[src/rtl/core/multi_pool_block_allocator_core_defines.svh]
// Assertion macros shared by the multi-pool block allocator RTL.
`ifndef MULTI_POOL_BLOCK_ALLOCATOR_CORE_DEFINES_SVH
`define MULTI_POOL_BLOCK_ALLOCATOR_CORE_DEFINES_SVH
`ifndef SYNTHESIS
// Antecedent and consequent are checked in the same cycle.
`define MPBA_ASSERT_SAME(lbl, clk, rst, ante, cons) \
  lbl: assert property (@(posedge clk) disable iff (rst) (ante) |-> (cons)) \
    else $error("mpba assertion failed (same cycle)");
// The consequent is checked in the cycle after the antecedent.
`define MPBA_ASSERT_NEXT(lbl, clk, rst, ante, cons) \
  lbl: assert property (@(posedge clk) disable iff (rst) (ante) |=> (cons)) \
    else $error("mpba assertion failed (next cycle)");
`else
`define MPBA_ASSERT_SAME(lbl, clk, rst, ante, cons)
`define MPBA_ASSERT_NEXT(lbl, clk, rst, ante, cons)
`endif
`endif

[src/rtl/core/mpba_pkg.sv]
// Package with field widths, command and status codes for the block allocator.
`default_nettype none
package mpba_pkg;

  localparam int CMD_W    = 2;
  localparam int POOL_W   = 3;
  localparam int BLOCK_W  = 6;
  localparam int STATUS_W = 2;
  localparam int GRANT_W  = 6;
  localparam int USE_W    = 7;
  localparam int CNT_W    = 7;

  localparam int APB_AW    = 5;
  localparam int APB_DW    = 32;
  localparam int REG_IDX_W = APB_AW - 2;
  localparam int CFG_REGS  = 7;

  localparam logic [CNT_W-1:0] CNT_RESET = CNT_W'(8);

  localparam logic [CMD_W-1:0] CMD_INIT  = CMD_W'(0);
  localparam logic [CMD_W-1:0] CMD_ALLOC = CMD_W'(1);
  localparam logic [CMD_W-1:0] CMD_FREE  = CMD_W'(2);

  localparam logic [STATUS_W-1:0] STATUS_OK       = STATUS_W'(0);
  localparam logic [STATUS_W-1:0] STATUS_EMPTY    = STATUS_W'(1);
  localparam logic [STATUS_W-1:0] STATUS_OVERFLOW = STATUS_W'(2);

endpackage
`default_nettype wire

[src/rtl/core/mpba_intf.sv]
// Request and response channel interfaces of the block allocator.
`default_nettype none
interface mpba_req_if;
  logic                          valid;
  logic                          ready;
  logic [mpba_pkg::CMD_W-1:0]    cmd;
  logic [mpba_pkg::POOL_W-1:0]   pool;
  logic [mpba_pkg::BLOCK_W-1:0]  block;

  modport source (output valid, output cmd, output pool, output block, input ready);
  modport sink (input valid, input cmd, input pool, input block, output ready);
endinterface

interface mpba_rsp_if;
  logic                           valid;
  logic                           ready;
  logic [mpba_pkg::STATUS_W-1:0]  status;
  logic [mpba_pkg::GRANT_W-1:0]   granted_block;
  logic [mpba_pkg::USE_W-1:0]     blocks_in_use;

  modport source (output valid, output status, output granted_block, output blocks_in_use,
                  input ready);
  modport sink (input valid, input status, input granted_block, input blocks_in_use,
                output ready);
endinterface
`default_nettype wire

[src/rtl/core/multi_pool_block_allocator_core.sv]
// Multi-pool block allocator: one LIFO free list per pool over a shared link memory.
// Each request transaction is processed alone; the block is not ready until the result
// has been moved into the output register, which may still be waiting for the consumer.
// Allocate and free pass through their own state and then ST_OUT; the unused command goes
// straight to ST_OUT. Init sums the counts in ST_SUM, checks the total in ST_CHECK and
// carves each pool in ST_CARVE; when the counts overflow the store it answers from
// ST_CHECK without carving. The init time is set by the single write port of the link
// memory, filled one entry per cycle, and by the one adder that first sums the counts and
// then steps the carve position. There is no clearing pass after reset: link entries are
// written by init or free before any read can use them.
`default_nettype none
`include "multi_pool_block_allocator_core_defines.svh"
module multi_pool_block_allocator_core #(
  parameter int NUM_POOLS    = 7,
  parameter int TOTAL_BLOCKS = 64
) (
  input  wire logic                         clk,
  input  wire logic                         rst,
  mpba_req_if.sink                          req,
  mpba_rsp_if.source                        rsp,
  input  wire logic                         psel,
  input  wire logic                         penable,
  input  wire logic                         pwrite,
  input  wire logic [mpba_pkg::APB_AW-1:0]  paddr,
  input  wire logic [mpba_pkg::APB_DW-1:0]  pwdata,
  output logic      [mpba_pkg::APB_DW-1:0]  prdata,
  output logic                              pready
);

  localparam int PW    = (NUM_POOLS > 1) ? $clog2(NUM_POOLS) : 1;
  localparam int LW    = $clog2(TOTAL_BLOCKS + 1);
  localparam int AW    = $clog2(TOTAL_BLOCKS);
  localparam int SUM_A = mpba_pkg::CNT_W + PW + 1;
  localparam int SUMW  = (SUM_A > LW + 1) ? SUM_A : LW + 1;
  localparam int HEADS = 2 ** PW;
  localparam logic [LW-1:0] NULL_IDX = LW'(TOTAL_BLOCKS);

  typedef enum logic [2:0] {
    ST_IDLE, ST_SUM, ST_CHECK, ST_CARVE, ST_ALLOC, ST_FREE, ST_OUT
  } state_t;

  state_t state;

  logic [NUM_POOLS-1:0][mpba_pkg::CNT_W-1:0] counts;

  logic [mpba_pkg::POOL_W-1:0]  pool_q;
  logic [mpba_pkg::BLOCK_W-1:0] blk_q;
  logic [PW-1:0]                pidx;
  logic [mpba_pkg::CNT_W-1:0]   kcnt;
  logic [LW-1:0]                pos;
  logic [SUMW-1:0]              acc;
  logic [LW-1:0]                use_cnt;
  logic [LW-1:0]                heads [HEADS];

  logic [mpba_pkg::STATUS_W-1:0] res_status;
  logic [LW-1:0]                 res_grant;

  logic                          rsp_valid;
  logic [mpba_pkg::STATUS_W-1:0] rsp_status;
  logic [mpba_pkg::GRANT_W-1:0]  rsp_grant;
  logic [mpba_pkg::USE_W-1:0]    rsp_use;
  logic                          rsp_err;

  // Shared adder: sums the pool counts, then steps the carve position.
  logic [SUMW-1:0] add_a;
  logic [SUMW-1:0] add_b;
  logic [SUMW-1:0] add_sum;

  logic [mpba_pkg::CNT_W-1:0] cur_cnt;
  logic                       carve_last;
  logic                       pool_ok;
  logic                       blk_ok;
  logic [LW-1:0]              head_sel;

  logic          ram_we;
  logic [AW-1:0] ram_waddr;
  logic [LW-1:0] ram_wdata;
  logic [AW-1:0] ram_raddr;
  logic [LW-1:0] ram_rdata;

  mpba_cfg #(
    .NUM_POOLS (NUM_POOLS)
  ) u_cfg (
    .clk     (clk),
    .rst     (rst),
    .psel    (psel),
    .penable (penable),
    .pwrite  (pwrite),
    .paddr   (paddr),
    .pwdata  (pwdata),
    .prdata  (prdata),
    .counts  (counts)
  );

  mpba_ram #(
    .WIDTH (LW),
    .DEPTH (TOTAL_BLOCKS)
  ) u_link (
    .clk   (clk),
    .we    (ram_we),
    .waddr (ram_waddr),
    .wdata (ram_wdata),
    .raddr (ram_raddr),
    .rdata (ram_rdata)
  );

  assign pready    = 1'b1;
  assign req.ready = (state == ST_IDLE);

  assign rsp.valid         = rsp_valid;
  assign rsp.status        = rsp_status;
  assign rsp.granted_block = rsp_grant;
  assign rsp.blocks_in_use = rsp_use;
  assign rsp_err           = (rsp_status != mpba_pkg::STATUS_OK);

  assign cur_cnt    = counts[pidx];
  assign carve_last = (kcnt == cur_cnt - mpba_pkg::CNT_W'(1));
  assign pool_ok    = (32'(pool_q) < 32'(NUM_POOLS));
  assign blk_ok     = (32'(blk_q) < 32'(TOTAL_BLOCKS));
  assign head_sel   = heads[pool_q[PW-1:0]];

  // The head of the requested pool is looked up while the request is accepted,
  // so its link is ready in the following cycle.
  assign ram_raddr = AW'(heads[req.pool[PW-1:0]]);

  always_comb begin
    if (state == ST_SUM) begin
      add_a = acc;
      add_b = SUMW'(cur_cnt);
    end else begin
      add_a = SUMW'(pos);
      add_b = SUMW'(1);
    end
    add_sum = add_a + add_b;
  end

  always_comb begin
    ram_we    = 1'b0;
    ram_waddr = AW'(pos);
    ram_wdata = carve_last ? NULL_IDX : LW'(add_sum);
    case (state)
      ST_CARVE: begin
        ram_we = (cur_cnt != '0);
      end
      ST_FREE: begin
        ram_we    = pool_ok && blk_ok;
        ram_waddr = AW'(blk_q);
        ram_wdata = head_sel;
      end
      default: begin
        ram_we = 1'b0;
      end
    endcase
  end

  always_ff @(posedge clk) begin
    if (rst) begin
      state     <= ST_IDLE;
      rsp_valid <= 1'b0;
      use_cnt   <= '0;
      for (int i = 0; i < HEADS; i++) begin
        heads[i] <= NULL_IDX;
      end
    end else begin
      // In ST_OUT the output register is either reloaded or left holding its transaction.
      if (rsp.ready && state != ST_OUT) begin
        rsp_valid <= 1'b0;
      end
      case (state)
        ST_IDLE: begin
          if (req.valid) begin
            pool_q <= req.pool;
            blk_q  <= req.block;
            pidx   <= '0;
            acc    <= '0;
            case (req.cmd)
              mpba_pkg::CMD_INIT:  state <= ST_SUM;
              mpba_pkg::CMD_ALLOC: state <= ST_ALLOC;
              mpba_pkg::CMD_FREE:  state <= ST_FREE;
              default: begin
                res_status <= mpba_pkg::STATUS_OK;
                res_grant  <= '0;
                state      <= ST_OUT;
              end
            endcase
          end
        end
        ST_SUM: begin
          acc <= add_sum;
          if (pidx == PW'(NUM_POOLS - 1)) begin
            state <= ST_CHECK;
          end else begin
            pidx <= pidx + PW'(1);
          end
        end
        ST_CHECK: begin
          pidx <= '0;
          kcnt <= '0;
          pos  <= '0;
          res_grant <= '0;
          if (32'(acc) > 32'(TOTAL_BLOCKS)) begin
            res_status <= mpba_pkg::STATUS_OVERFLOW;
            state      <= ST_OUT;
          end else begin
            res_status <= mpba_pkg::STATUS_OK;
            state      <= ST_CARVE;
          end
        end
        ST_CARVE: begin
          if (cur_cnt == '0 || carve_last) begin
            // Current pool is finished; move on or complete the init.
            kcnt <= '0;
            if (pidx == PW'(NUM_POOLS - 1)) begin
              state <= ST_OUT;
            end else begin
              pidx <= pidx + PW'(1);
            end
          end else begin
            kcnt <= kcnt + mpba_pkg::CNT_W'(1);
          end
          if (cur_cnt == '0) begin
            heads[pidx] <= NULL_IDX;
          end else begin
            if (kcnt == '0) begin
              heads[pidx] <= pos;
            end
            pos <= LW'(add_sum);
          end
        end
        ST_ALLOC: begin
          if (!pool_ok || head_sel >= NULL_IDX) begin
            res_status <= mpba_pkg::STATUS_EMPTY;
            res_grant  <= '0;
          end else begin
            heads[pool_q[PW-1:0]] <= ram_rdata;
            if (use_cnt < NULL_IDX) begin
              use_cnt <= use_cnt + LW'(1);
            end
            res_status <= mpba_pkg::STATUS_OK;
            res_grant  <= head_sel;
          end
          state <= ST_OUT;
        end
        ST_FREE: begin
          if (pool_ok && blk_ok) begin
            heads[pool_q[PW-1:0]] <= LW'(blk_q);
            if (use_cnt != '0) begin
              use_cnt <= use_cnt - LW'(1);
            end
          end
          res_status <= mpba_pkg::STATUS_OK;
          res_grant  <= '0;
          state      <= ST_OUT;
        end
        ST_OUT: begin
          if (!rsp_valid || rsp.ready) begin
            rsp_valid  <= 1'b1;
            rsp_status <= res_status;
            rsp_grant  <= mpba_pkg::GRANT_W'(res_grant);
            rsp_use    <= mpba_pkg::USE_W'(use_cnt);
            state      <= ST_IDLE;
          end
        end
        default: begin
          state <= ST_IDLE;
        end
      endcase
    end
  end

  `MPBA_ASSERT_NEXT(a_busy_after_accept, clk, rst, req.valid && req.ready, !req.ready)
  `MPBA_ASSERT_SAME(a_carve_pool_range, clk, rst, state == ST_CARVE, 32'(pidx) < 32'(NUM_POOLS))
  `MPBA_ASSERT_SAME(a_grant_zero_on_error, clk, rst, rsp_valid && rsp_err, rsp_grant == '0)
  `MPBA_ASSERT_SAME(a_use_bounded, clk, rst, 1'b1, 32'(use_cnt) <= 32'(TOTAL_BLOCKS))

endmodule
`default_nettype wire

[src/rtl/core/mpba_ram.sv]
// Generic single-write, single-read RAM with registered read data.
`default_nettype none
module mpba_ram #(
  parameter int WIDTH = 7,
  parameter int DEPTH = 64
) (
  input  wire logic                                   clk,
  input  wire logic                                   we,
  input  wire logic [(DEPTH > 1 ? $clog2(DEPTH) : 1)-1:0] waddr,
  input  wire logic [WIDTH-1:0]                       wdata,
  input  wire logic [(DEPTH > 1 ? $clog2(DEPTH) : 1)-1:0] raddr,
  output logic      [WIDTH-1:0]                       rdata
);

  logic [WIDTH-1:0] mem [DEPTH];

  always_ff @(posedge clk) begin
    if (we) begin
      mem[waddr] <= wdata;
    end
    rdata <= mem[raddr];
  end

endmodule
`default_nettype wire

[src/rtl/core/mpba_cfg.sv]
// APB register file holding the per-pool block counts used at init.
`default_nettype none
module mpba_cfg #(
  parameter int NUM_POOLS = 7
) (
  input  wire logic                              clk,
  input  wire logic                              rst,
  input  wire logic                              psel,
  input  wire logic                              penable,
  input  wire logic                              pwrite,
  input  wire logic [mpba_pkg::APB_AW-1:0]       paddr,
  input  wire logic [mpba_pkg::APB_DW-1:0]       pwdata,
  output logic      [mpba_pkg::APB_DW-1:0]       prdata,
  output logic      [NUM_POOLS-1:0][mpba_pkg::CNT_W-1:0] counts
);

  logic [mpba_pkg::REG_IDX_W-1:0] reg_idx;
  logic                           wr_en;

  assign reg_idx = paddr[mpba_pkg::APB_AW-1:2];
  assign wr_en   = psel && penable && pwrite;

  // Pools beyond the register list keep a count of zero.
  always_ff @(posedge clk) begin
    if (rst) begin
      for (int p = 0; p < NUM_POOLS; p++) begin
        counts[p] <= (p < mpba_pkg::CFG_REGS) ? mpba_pkg::CNT_RESET : '0;
      end
    end else if (wr_en) begin
      for (int p = 0; p < NUM_POOLS; p++) begin
        if (p < mpba_pkg::CFG_REGS && reg_idx == mpba_pkg::REG_IDX_W'(p)) begin
          counts[p] <= pwdata[mpba_pkg::CNT_W-1:0];
        end
      end
    end
  end

  always_comb begin
    prdata = '0;
    for (int p = 0; p < NUM_POOLS; p++) begin
      if (p < mpba_pkg::CFG_REGS && reg_idx == mpba_pkg::REG_IDX_W'(p)) begin
        prdata = mpba_pkg::APB_DW'(counts[p]);
      end
    end
  end

endmodule
`default_nettype wire
[src/flat_wrapper.sv]
// flat-port wrapper written by rule: the top's interface ports become plain ports
module multi_pool_block_allocator_core_flat 
#(
  parameter int NUM_POOLS    = 7,
  parameter int TOTAL_BLOCKS = 64
)
  (clk, rst, psel, penable, pwrite, paddr, pwdata, prdata, pready, req_valid, req_cmd, req_pool, req_block, req_ready, rsp_valid, rsp_status, rsp_granted_block, rsp_blocks_in_use, rsp_ready);
  mpba_req_if req_i ();
  mpba_rsp_if rsp_i ();
  input  wire logic clk;
  input  wire logic rst;
  input  wire logic psel;
  input  wire logic penable;
  input  wire logic pwrite;
  input  wire logic [mpba_pkg::APB_AW-1:0] paddr;
  input  wire logic [mpba_pkg::APB_DW-1:0] pwdata;
  output logic      [mpba_pkg::APB_DW-1:0] prdata;
  output logic pready;
  input wire logic [$bits(req_i.valid)-1:0] req_valid;
  input wire logic [$bits(req_i.cmd)-1:0] req_cmd;
  input wire logic [$bits(req_i.pool)-1:0] req_pool;
  input wire logic [$bits(req_i.block)-1:0] req_block;
  output wire logic [$bits(req_i.ready)-1:0] req_ready;
  output wire logic [$bits(rsp_i.valid)-1:0] rsp_valid;
  output wire logic [$bits(rsp_i.status)-1:0] rsp_status;
  output wire logic [$bits(rsp_i.granted_block)-1:0] rsp_granted_block;
  output wire logic [$bits(rsp_i.blocks_in_use)-1:0] rsp_blocks_in_use;
  input wire logic [$bits(rsp_i.ready)-1:0] rsp_ready;
  assign req_i.valid = req_valid;
  assign req_i.cmd = req_cmd;
  assign req_i.pool = req_pool;
  assign req_i.block = req_block;
  assign req_ready = req_i.ready;
  assign rsp_valid = rsp_i.valid;
  assign rsp_status = rsp_i.status;
  assign rsp_granted_block = rsp_i.granted_block;
  assign rsp_blocks_in_use = rsp_i.blocks_in_use;
  assign rsp_i.ready = rsp_ready;
  multi_pool_block_allocator_core #(.NUM_POOLS(NUM_POOLS), .TOTAL_BLOCKS(TOTAL_BLOCKS)) u_core (.clk(clk), .rst(rst), .req(req_i), .rsp(rsp_i), .psel(psel), .penable(penable), .pwrite(pwrite), .paddr(paddr), .pwdata(pwdata), .prdata(prdata), .pready(pready));
endmodule
[config.mk]
export PLATFORM = sky130hd
export DESIGN_NAME = multi_pool_block_allocator_core_flat
export DESIGN_NICKNAME = d
export VERILOG_FILES = /design/src/rtl/core/mpba_pkg.sv /design/src/rtl/core/mpba_intf.sv /design/src/rtl/core/multi_pool_block_allocator_core.sv /design/src/rtl/core/mpba_ram.sv /design/src/rtl/core/mpba_cfg.sv /design/src/flat_wrapper.sv
export VERILOG_INCLUDE_DIRS = /design/src /design/src/rtl/core
export SDC_FILE = /design/constraint.sdc
export NUM_CORES = 1
export LEC_CHECK = 0
export ABC_AREA = 1
export ABC_CLOCK_PERIOD_IN_PS = 5000
export BUFFER_PORTS_ARGS = -buffer_cell sky130_fd_sc_hd__buf_2
export CORE_MARGIN = 3
export CORE_UTILIZATION = 50
export CTS_CLUSTER_SIZE = 10
export DETAILED_ROUTE_END_ITERATION = 10
export PLACE_DENSITY = 0.77
export SKIP_LAST_GASP = 1
export SYNTH_ARGS = -nofsm -noshare
export SYNTH_HDL_FRONTEND = slang
export SYNTH_SLANG_ARGS = --single-unit
export TNS_END_PERCENT = 50
[constraint.sdc]
create_clock -name clk -period 5 [get_ports clk]
set_input_delay 0.5 -clock clk [delete_from_list [all_inputs] [get_ports clk]]
set_output_delay 0.5 -clock clk [all_outputs]
set_load 0.01 [all_outputs]
; ---- Yosys cells after proc, flatten, opt, wreduce, memory -nomap -nowiden
; Memories as Yosys holds them, arrays and structs flattened. A register that Yosys moved wholly into a read port is not among the register bits.
; Index checks and enable logic that the tools add are counted.
[totals]
regBits = 120
ram_bits = 504
inputBits = 55
memories = 2
[memory_table]
columns = name, words, word_bits, rd, rd_ports_with_merged_regs, write_ports, line
row1 = u_core.u_link.mem, 64, 7, 1, 1, 1, mpba_ram.sv:15  ; logic [WIDTH-1:0] mem [DEPTH];
row2 = u_core.heads, 8, 7, 2, 1, 8, multi_pool_block_allocator_core.sv:53  ; logic [LW-1:0] heads [HEADS];
[op_classes]
n_addsub = 6
order_cmp = 5
n_eq_ne = 28
n_mux = 80
bitwise_logic = 3
reduce_logical = 43
[ops]
columns = op, n
row1 = $mux 32, 6
row2 = $mux 7, 15
row3 = $pmux 7 s2, 3
row4 = $mux 3, 12
row5 = $mux 1, 27
row6 = $mux 6, 4
row7 = $mux 11, 2
row8 = $pmux 11 s2, 1
row9 = $bmux 7 s3, 1
row10 = $eq 3x3->1 const B, 7
row11 = $pmux 3 s6, 1
row12 = $pmux 6 s3, 1
row13 = $reduce_and 2->1, 8
row14 = $add 7x1->7 const B, 2
row15 = $logic_not 7->1, 2
row16 = $reduce_bool 7->1, 2
row17 = $reduce_or 7->1, 2
row18 = $sub 7x1->7 const B, 2
row19 = $eq 3x2->1 const B, 4
row20 = $ne 2x1->1 const B, 6
row21 = $pmux 3 s4, 1
row22 = $reduce_and 3->1, 4
row23 = $reduce_and 4->1, 3
row24 = $add 11x7->11, 1
row25 = other kinds (29), 48

; ---- Logic depth before layout (Yosys ltp)
; Gate-level depths: netlist (run 1).
[depth]
depth_word = 11
depth_mapped = 22

; ---- Cells and area by module
; A second synthesis (run 1) with hierarchy kept.
[unflattened]
cells_unflattened = 2910
area_unflattened_um2 = 29104.2
[modules_own_cells]
columns = mod, instances, cells_per_inst, area_each_um2, seq_area_each_um2
row1 = mpba_ram, 1, 1591, 18542.8, 13593.0
row2 = multi_pool_block_allocator_core, 1, 989, 8150.3, 3763.6
row3 = mpba_cfg, 1, 330, 2411.1, 980.9

; ---- Least setup slack after synthesis (run 1)
; No wires, ideal clock.
[synth_path]
path_kind = register -> register
from = register u_core.state[0]
to = memory u_core.u_link.mem[0][6] (data pin)
setup_time_ps = 588
arrival_ps = 4531
slack_ps = -119
stages_incl_launch_ff = 14
n_path_buf = 0
period_less_slack_ps = 5119
path_cell_list = dfxtp_1 > inv_1 > nor2_2 > inv_1 > nor2_1 > clkinv_1 > o21ai_0 > inv_1 > fa_1 > o21ai_0 > a21oi_1 > o21bai_1 > xor2_1 > a31oi_1
[synth_via]
elab_chain_len = 5
word_cells_on_any_way = 7
cone_classes = add/sub (1) / eq/ne (2) / mux (4)
[synth_lines]
columns = element, line
row1 = start: declaration, multi_pool_block_allocator_core.sv:42  ; state_t state;
row2 = start signal: assignment, multi_pool_block_allocator_core.sv:158  ; state <= ST_IDLE;
row3 = start signal: assignment, multi_pool_block_allocator_core.sv:177  ; mpba_pkg::CMD_INIT: state <= ST_SUM;
row4 = start signal: assignment, multi_pool_block_allocator_core.sv:178  ; mpba_pkg::CMD_ALLOC: state <= ST_ALLOC;
row5 = $eq 3x1->1, multi_pool_block_allocator_core.sv:127  ; if (state == ST_SUM) begin
row6 = $mux 11 / $mux 7 (equally long branches), multi_pool_block_allocator_core.sv:127
row7 = $add 11x7->11, multi_pool_block_allocator_core.sv:134  ; add_sum = add_a + add_b;
row8 = $mux 7, multi_pool_block_allocator_core.sv:140  ; ram_wdata = carve_last ? NULL_IDX : LW'(add_sum);
row9 = $mux 7 (*), multi_pool_block_allocator_core.sv:141  ; case (state)
row10 = net u_core.ram_wdata[6], multi_pool_block_allocator_core.sv:77  ; logic [LW-1:0] ram_wdata;
row11 = end: declaration, mpba_ram.sv:15
; The timed path passes the listed nets; every way through them passes the cells marked *.

; ---- Worst setup path in the final report (run 1)
[layout_path]
from = register u_core.state[0]
to = memory u_core.u_link.mem[61][6] (data pin)
; Same word-level chain as after synthesis.

==> results.md, run 1 <==
- The kind of cell adding the most delay to the critical path is buffers and inverters.
- The clock tree from TritonCTS is built.
- The most frequent cell on the critical path is sky130_fd_sc_hd__inv_1.
- The fraction of the mapped netlist area in compound gates is 0.118.
- The area share of fa/ha/maj cells after synthesis is 0.00929.
- The area growth from synthesis to layout is 10.1%.
- The placeable core region is around 0.056 sq mm.
- sky130_fd_sc_hd__edfxtp_1 takes more of the synthesized area than any other cell.
- After synthesis, the share of cell area in mux cells is 0.
- The prevailing post-synth register cell is sky130_fd_sc_hd__edfxtp_1.
- The site row count is 86.
- The clock transition at the registers of the reported paths is 0.06 ns.
- The type of the most critical hold path is input pin to flip-flop.
- The first global-routing pass estimated 108,000 um of wire.
- Setup violations remaining at the end of the flow were counted as 0.
- The post-cts hold buffer count is 0.
- The maximum number of pins on one net before global-route repair is ~150.
- By area, the combinational part of the netlist is dominated by simple AND/OR/NAND/NOR gates.
- The actual slew at the worst max-slew pin is about 1.2 ns.
- The count of routing violations after the opening detailed-route iteration is around 2,300.
- The maximum vdd ir drop is ~0.00032 V.
- The worst register-to-register path begins at u_core.state[0].
- The number of distinct library cells after synthesis is 49.
- Walking the worst path, the cells encountered are inv_1, nor2_2, inv_1, nor2_1, buf_4, clkinv_1, o21ai_0, inv_1, fa_1, o21ai_0, a21oi_1, o21bai_1, xor2_1, a31oi_4, buf_4.
- The final hold violation count is 0.
- In this run the worst path has a maximum fanout of between 60 and 70.
- The critical path endpoint category is a flip-flop.
- The die height is 245 um.
- The worst setup path is launched from a flip-flop.
- The xor and xnor fraction of the mapped netlist area is 0.00429.
- By area the synthesized netlist is led by sky130_fd_sc_hd__edfxtp_1 (59%), sky130_fd_sc_hd__nor2_1 (5.9%), sky130_fd_sc_hd__o21ai_0 (5.1%).
- Summed over all layers, the routed wires come to ~69,000 um.
- The area share of the largest cell type after synthesis is 0.593.
- The clock period minus worst slack is roughly 4.3 ns.
- Before antenna repair, the detailed router went through 6 iterations.
- The maximum clock rate is between 200 and 250 MHz.
- The count of antenna diodes in the layout is 0.
- For the worst flop-to-flop path, the logic depth is 15.
- The later-pin clock latency in the skew report is ~0.60 ns.
- The share of synthesized registers carrying an async set or reset is 0.
- Routability-driven placement finished with a final weighted congestion of 0.927.
- In this run the power density over the cells is between 400 and 500 mW/mm^2.
- The data arrival time of the critical path is roughly 4.6 ns.
- The die outline area is roughly 0.060 sq mm.
- The final-stage net count is between 2,000 and 3,000.
- The wire-length estimate of the detail-placed layout is approximately 43,000 um.
- The mean number of vias per cell is about 5.8.
- Fill cells in the final layout number roughly 4,500.
- The simple-gate share of the synthesized area is 0.162.
- The total leakage power is 11.1 nW.
- At the worst endpoint, the required time is 5.28 ns.
- The post-cts sizing count is 0.
- The cell with the biggest individual delay on the critical path is sky130_fd_sc_hd__buf_4.
- The number of global-route vias before repair was about 20,000.
- The horizontal die dimension is roughly 240 um.
- The number of buffers inserted to repair setup after CTS is 0.
- The initial utilization of the core area, before any placement, comes to 0.511.
- The number of clock sinks is about 630.
- The average wire per standard cell is between 15 and 20 um.
- The path length in cells of the critical path is 15.
- The sequential fraction of the synthesis area is 0.642.
- The H-tree was split into 3 levels.
- The total congestion overflow after global routing is 0.
- The relative max-transition margin is 0.195.
- The synthesized design contains ~630 register bits.
- The number of antenna violations at the first check in global routing was 0.
- On the worst path, the slowest cell contributes a delay of 0.62 ns.
- The flop-to-flop setup slack is between 0.7 and 0.8 ns.
- Setup repair after global routing left no endpoint under its margin.
- The post-synthesis instance area is about 0.029 sq mm.
- The run finished with clean final reports.
- The final clock period utilization by the worst path is 0.855.
- Power comes to 15.7 mW.
- The max-cap violation count is 0.
- The number of buffers added by the clock tree synthesis step is 73.
- The via total after detailed routing is 20,500.
- The critical register-to-register path endpoint is u_core.u_link.mem[61][6].
- The setup path with the least slack is of type flip-flop to flip-flop.
- The maximum clock insertion buffer count is 3.
- The setup clock skew after layout is 0.0206 ns.
- The tree is rooted in a sky130_fd_sc_hd__clkbuf_16.
- The final count of pins violating max slew is 0.
- approximately 110 I/O pins were placed.
- The port buffer count is between 50 and 60.
- The worst setup path startpoint is u_core.state[0].
- Adding up every negative setup slack in the final design gives 0 ns.
- The endpoint of the most critical setup path is u_core.u_link.mem[61][6].
- The buffers plus inverters on the worst setup path is 6.
- The number of synthesized flops with an enable pin is 564.
- The mean instance size in the synthesized netlist is approximately 10 sq um.
- In this run the remaining antenna-violating nets after routing total 0.
- In the routed design, unresolved DRC markers number 0.
- The ratio of cells with drive above 1 in the final layout is 0.108.
- For this run, the number of Yosys warnings is 0.
- For this run, the total global-route usage over all layers was measured as 0.227.
- Synthesis handed over a netlist of around 2,700 instances.
## worst register-to-register path: stages (launching register included)
cell and delay (ns):
sky130_fd_sc_hd__dfxtp_1 0.41, sky130_fd_sc_hd__inv_1 0.14, sky130_fd_sc_hd__nor2_2 0.27, sky130_fd_sc_hd__inv_1 0.09, sky130_fd_sc_hd__nor2_1 0.10, sky130_fd_sc_hd__buf_4 0.22, sky130_fd_sc_hd__clkinv_1 0.17, sky130_fd_sc_hd__o21ai_0 0.33
sky130_fd_sc_hd__inv_1 0.11, sky130_fd_sc_hd__fa_1 0.44, sky130_fd_sc_hd__o21ai_0 0.30, sky130_fd_sc_hd__a21oi_1 0.11, sky130_fd_sc_hd__o21bai_1 0.21, sky130_fd_sc_hd__xor2_1 0.19, sky130_fd_sc_hd__a31oi_4 0.21, sky130_fd_sc_hd__buf_4 0.62
## cell families (layout without fill, tap and decap cells)
group,after synthesis,count (layout)
buffers and inverters,398,431
other,2,26
flip-flops,634,634
adder cells (fa/ha/maj),20,20
XOR/XNOR,14,14
AND/OR/NAND/NOR,1052,1052
AO/OA/AOI/OAI,603,603
## worst min-delay path by stage
| stage | startpoint | end | slack (ns) | cells past startpoint |
|---|---|---|---|---|
| 6_report | req_block[4] | u_core.blk_q[4] | 0.07 | 1 |
| 2_1_floorplan | u_core.res_grant[0] | u_core.rsp.granted_block[0] | 0.40 | 0 |
| 5_1_grt | req_block[4] | u_core.blk_q[4] | 0.06 | 1 |
| 3_5_place_dp | u_core.res_grant[0] | u_core.rsp.granted_block[0] | 0.41 | 0 |
| 3_3_place_gp | u_core.res_status[1] | u_core.rsp.status[1] | 0.40 | 0 |
| 4_1_cts | req_block[4] | u_core.blk_q[4] | 0.05 | 1 |
## cell usage in the layout, fill, tap and decap left out, drive strengths merged
cell,n
nand2,235
nor2,458
buf,94
o22ai,11
ha,18
fa,2
a21oi,104
a221oi,5
xnor2,4
inv,233
o41ai,1
conb,26
clkinv,4
a31oi,2
nor4,5
o2111ai,4
nor3b,2
dfxtp,70
edfxtp,564
a211oi,2
o21ai,375
o211ai,77
nand4,8
clkbuf,100
nand3,278
o21bai,22
or2,53
xor2,10
nor3,13
## state kept, by name, indices dropped and copies added, names as in the netlist, named ones only
| signal | flops |
|---|---|
| u_core.acc | 11 |
| u_core.blk_q | 6 |
| u_core.heads | 56 |
| u_core.kcnt | 7 |
| u_core.pidx | 3 |
| u_core.pool_q | 3 |
| u_core.pos | 7 |
| u_core.res_grant | 6 |
| u_core.res_status | 2 |
| u_core.rsp.blocks_in_use | 7 |
| u_core.rsp.granted_block | 6 |
| u_core.rsp.status | 2 |
| u_core.rsp.valid | 1 |
| u_core.state | 3 |
| u_core.u_cfg.counts | 49 |
| u_core.u_link.mem | 448 |
| u_core.u_link.rdata | 7 |
| u_core.use_cnt | 7 |
## synth_stat cells, types with 2 or more instances
cell type / instances
sky130_fd_sc_hd__buf_1: 4
sky130_fd_sc_hd__o21ai_0: 292
sky130_fd_sc_hd__o2111ai_1: 4
sky130_fd_sc_hd__o21bai_1: 22
sky130_fd_sc_hd__buf_6: 18
sky130_fd_sc_hd__o211ai_1: 76
sky130_fd_sc_hd__a221oi_1: 5
sky130_fd_sc_hd__nor4_1: 5
sky130_fd_sc_hd__inv_1: 215
sky130_fd_sc_hd__o21ai_2: 3
sky130_fd_sc_hd__nand2_2: 18
sky130_fd_sc_hd__a211oi_1: 2
sky130_fd_sc_hd__nand2_1: 214
sky130_fd_sc_hd__xnor2_1: 4
sky130_fd_sc_hd__o22ai_1: 11
sky130_fd_sc_hd__edfxtp_1: 564
sky130_fd_sc_hd__a21oi_2: 7
sky130_fd_sc_hd__o21ai_1: 80
sky130_fd_sc_hd__xor2_1: 10
sky130_fd_sc_hd__nand3_1: 275
sky130_fd_sc_hd__buf_4: 35
sky130_fd_sc_hd__fa_1: 2
sky130_fd_sc_hd__nor2_1: 449
sky130_fd_sc_hd__conb_1: 2
sky130_fd_sc_hd__a21oi_1: 97
sky130_fd_sc_hd__nor2_2: 8
sky130_fd_sc_hd__nand3_2: 3
sky130_fd_sc_hd__dfxtp_1: 70
sky130_fd_sc_hd__buf_2: 41
sky130_fd_sc_hd__inv_2: 15
sky130_fd_sc_hd__clkbuf_1: 63
sky130_fd_sc_hd__clkbuf_2: 4
sky130_fd_sc_hd__nand2_4: 3
sky130_fd_sc_hd__nor3_1: 13
sky130_fd_sc_hd__nand4_1: 6
sky130_fd_sc_hd__ha_1: 18
sky130_fd_sc_hd__or2_2: 52
sky130_fd_sc_hd__nor3b_1: 2
## area by class of cell
class                      instances  area (sq um)  share of cell area
sequential                       634         18300               0.583
inverter                         232           886              0.0282
multi-input combinational       1715          8580               0.273
tap                              748           936              0.0298
timing repair buffer              94           641              0.0204
clock inverter                     5          70.1             0.00223
clock buffer                     100          1980              0.0630
## metrics by stage
stage          setup slack, ns  utilization  cell area [sq um]  cells  hold WS [ns]
5_1_grt                  0.383        0.563              31400   3528        0.0630
3_5_place_dp             0.818        0.526              29400   3423         0.408
4_1_cts                  0.793        0.563              31400   3528        0.0497
2_1_floorplan            0.139            -              28700   2747         0.400
6_report                 0.727        0.563              31400   3528        0.0743
3_3_place_gp             0.972        0.526              29400   3423         0.403
## routing by layer
metal	GRT usage	vias to the layer above	wire length, um
li1	-	9514	-
met1	0.304	9814	27500
met2	0.371	1020	32900
met3	0.0363	175	5890
met4	0.0985	0	2540
met5	0	-	0
## power by group
part	internal (mW)	leakage (nW)	total, mW	switching, mW
Combinational	0.882	4.44	3.74	2.85
Sequential	7.09	5.72	7.23	0.137
Clock	2.74	0.992	4.71	1.96
Total	10.7	11.1	15.7	4.96
Note: power is estimated with default switching activity, not from simulation.
==> run 2: changes to the inputs <==
Settings changed: ABC_CLOCK_PERIOD_IN_PS 5000 to 5200, PLACE_DENSITY 0.77 to 0.75.
Clock period 5 ns to 5.2 ns, I/O delays scaled along.
==> run 2 against run 1 <==
Net effect:
- clock-buffer cell count is 5 lower
- setup slack lost 0.10 ns
- utilization stayed put
- non-clock buffer count decreased by 10
- routed wire length rose by 1.4%
- highest routed layer is now met5
==> results.md, run 2 (synthesized netlist as in run 1, its figures left out) <==
- At the end of routability-driven placement, the weighted congestion stood at slightly above 0.9.
- The register with the most flip-flops in the layout has between 400 and 500 of them.
- The final-stage net count is 2,816.
- At the placement stage, the worst setup path has a slack of 0.799 ns.
- For this design the static power due to leakage is 11.1 nW.
- The signal on the critical path passes through inv_1, nor2_2, inv_1, nor2_1, clkinv_1, buf_4, nor2_1, inv_1, fa_1, o21ai_0, a21oi_1, o21bai_1, xor2_1, a31oi_4, buf_4.
- The type of the most critical hold path is input pin to flip-flop.
- The utilization of the core after routing is 0.563.
- The clock reaches the later pin of the worst-skew pair after about 0.63 ns.
- The final hold violation count is 0.
- The die height is 245 um.
- The maximum clock rate is approximately 220 MHz.
- The post-cts hold buffer count is 0.
- In the final layout, the share of cells above drive strength 1 is 0.105.
- The clock arrives with approximately 0.038 ns of skew.
- Of the total power, the share spent switching nets is 0.318.
- The placeable core region is ~0.056 sq mm.
- The delay contributed by the slowest stage of the critical path is roughly 0.57 ns.
- The largest individual stage delay along the critical path comes from the cell sky130_fd_sc_hd__buf_4.
- The first TritonRoute pass finished after 6 iterations.
- The H-tree generated during clock tree synthesis spans 3 levels.
- In this run the power density over the cells is a little under 500 mW/mm^2.
- The number of antenna violations at the first check in global routing is 1.
- The estimated wirelength of the detail-placed design is 43,500 um.
- The final route contains approximately 20,000 vias.
- IR analysis of the VDD net gives a maximum drop of ~0.00032 V.
- The final clock period utilization by the worst path is 0.880.
- The number of buffers inserted to repair setup after CTS is 0.
- The buffer type at the clock tree root is sky130_fd_sc_hd__clkbuf_16.
- Leaving out fill and tap cells, the most frequent cell in the layout is sky130_fd_sc_hd__edfxtp_1.
- Setup violations remaining at the end of the flow were counted as 0.
- The final count of pins violating max slew is 0.
- Once routing completed, OpenROAD measured the worst setup slack at 0.625 ns.
- In this design, the largest share of critical-path delay is due to buffers and inverters.
- The relative contribution of the clock network to total power is 0.305.
- The floorplan step defined a die boundary enclosing approximately 0.060 sq mm.
- The repair_antennas step left the layout with diodes totalling 0.
- Using the TritonRoute via totals, the vias-per-cell ratio works out to 5.86.
- Global routing finished with a remaining overflow of 0.
- The clock transition at the registers of the reported paths is 0.06 ns.
- The number of cells in the finished layout apart from fillers is between 3,000 and 4,000.
- TritonCTS built the clock tree.
- The number of buffers added by the clock tree synthesis step is 74.
- By startpoint and endpoint, the worst setup path is classified as flip-flop to flip-flop.
- The most frequent cell on the critical path is sky130_fd_sc_hd__inv_1.
- Measured along the x axis, the die boundary spans roughly 240 um.
- The cell count after placement is around 3,400.
- The worst setup path is captured at a flip-flop.
- Compared with the post-synthesis result, the final layout area differs by 10.1%.
- The data arrival time of the critical path is 4.86 ns.
- In the global route stage, met1 resource usage came out at 0.316.
- The post-cts sizing count is 0.
- The all-layer global routing usage is 0.230.
- The routing layer with the top usage in global route is met2.
- The cell-internal power is between 10 and 15 mW.
- The run finished with clean final reports.
- Of the total power, registers draw 0.460.
- The library cells used most frequently in the layout, excluding fill and tap cells, are sky130_fd_sc_hd__edfxtp_1 (564), sky130_fd_sc_hd__nor2_1 (449), sky130_fd_sc_hd__o21ai_0 (288).
- The largest registers in the layout are u_core.u_link.mem x448, u_core.heads x56, u_core.u_cfg.counts x49.
- The critical path data required time is approximately 5.5 ns.
- The clock period minus worst slack is approximately 4.6 ns.
- In this run the worst path has a maximum fanout of 64.
- The average wire per standard cell is around 20 um.
- STA classifies the critical path startpoint as a flip-flop.
- The wire length of the first global-routing pass is 109,000 um.
- Wires add up to between 60,000 and 70,000 um.
- The tool flagged a number of max-cap violations equal to 0.
- 105 I/O pins were placed.
- In this run the tool buffered the top-level ports with 51 buffer cells.
- At the pin with the least slew margin, the transition time is roughly 1.2 ns.
- The register with the highest flop count is u_core.u_link.mem.
- The site row count is 86.
- The remaining number of nets flagged by the antenna check after routing is 0.
- The global-route met3 utilization is 0.0460.
- The maximum number of pins on one net before global-route repair is ~170.
- For met2 alone, demand over resource in global routing was 0.368.
- For this run, design rule violations remaining after detail routing come to 0.
- The area after detailed placement is slightly below 0.03 sq mm.
- In this run the power spent charging and discharging nets is 4.82 mW.
- The number of buffers and inverters on the critical path is 6.
- The number of global-route vias before repair was 19,700.
- Setup repair after global routing left no endpoint under its margin.
- The maximum clock insertion buffer count is 3.
- With fillers left out, the area of the finished cells amounts to roughly 0.031 sq mm.
- Setup total negative slack on the finished layout was measured at 0 ns.
- The count of routing violations after the opening detailed-route iteration is about 2,900.
- The initial cell density of the core is 0.511.
- Clock tree synthesis found a total of 634 sinks.
- The relative max-transition margin is 0.193.
- The portion of total power attributed to combinational logic is 0.235.
run 2: changes by cell type in the layout (fill, tap and decap cells not counted):
cell	change
sky130_fd_sc_hd__inv_16	-1
sky130_fd_sc_hd__buf_12	+1
sky130_fd_sc_hd__clkinv_1	+1
sky130_fd_sc_hd__clkbuf_1	-4
sky130_fd_sc_hd__clkbuf_8	-1
sky130_fd_sc_hd__buf_4	-11
sky130_fd_sc_hd__clkinv_16	+2
sky130_fd_sc_hd__inv_6	-1
sky130_fd_sc_hd__clkinv_2	+2
sky130_fd_sc_hd__clkinv_8	+1
sky130_fd_sc_hd__bufinv_16	+1
run 2: final cells by class:
class	count	area [sq um]
clock inverters	10	161
fillers	4491	24400
well taps	748	936
multi-input cells	1715	8580
flip-flops and latches	634	18300
clock buffers	95	1950
inverters	232	886
repair buffers	84	578
run 2: layer usage:
layer	up-vias	part of all wire
li1	9484	-
met1	9889	0.41
met2	1087	0.47
met3	140	0.099
met4	2	0.025
met5	-	0.00019
run 2: path summary, 6_finish.rpt:
check / start / to / slack [ns] / depth (start not counted)
worst min-delay path: req_block[1] / u_core.blk_q[1] / 0.08 / 1
worst max-delay path: u_core.state[0] / u_core.u_link.mem[0][6] / 0.62 / 15
worst max register to register: u_core.state[0] / u_core.u_link.mem[0][6] / 0.62 / 15
worst min register to register: u_core.res_grant[3] / u_core.rsp.granted_block[3] / 0.42 / 0
run 2: metrics by stage:
step	total power, mW	hold slack, ns
6_report	15.1	0.0768
5_1_grt	15.7	0.0600
4_1_cts	15.1	0.0500
3_5_place_dp	10.6	0.411
3_3_place_gp	10.4	0.415
2_1_floorplan	9.30	0.400
run 2: power groups by stage:
stage / clock [mW] / combinational (mW) / sequential, mW
final: 4.62 / 3.56 / 6.96
after global routing: 4.88 / 3.89 / 6.98
after CTS: 4.66 / 3.53 / 6.96
after detailed placement: 0 / 3.51 / 7.06
after global placement: 0 / 3.39 / 7.05
after floorplan: 0 / 2.17 / 7.13
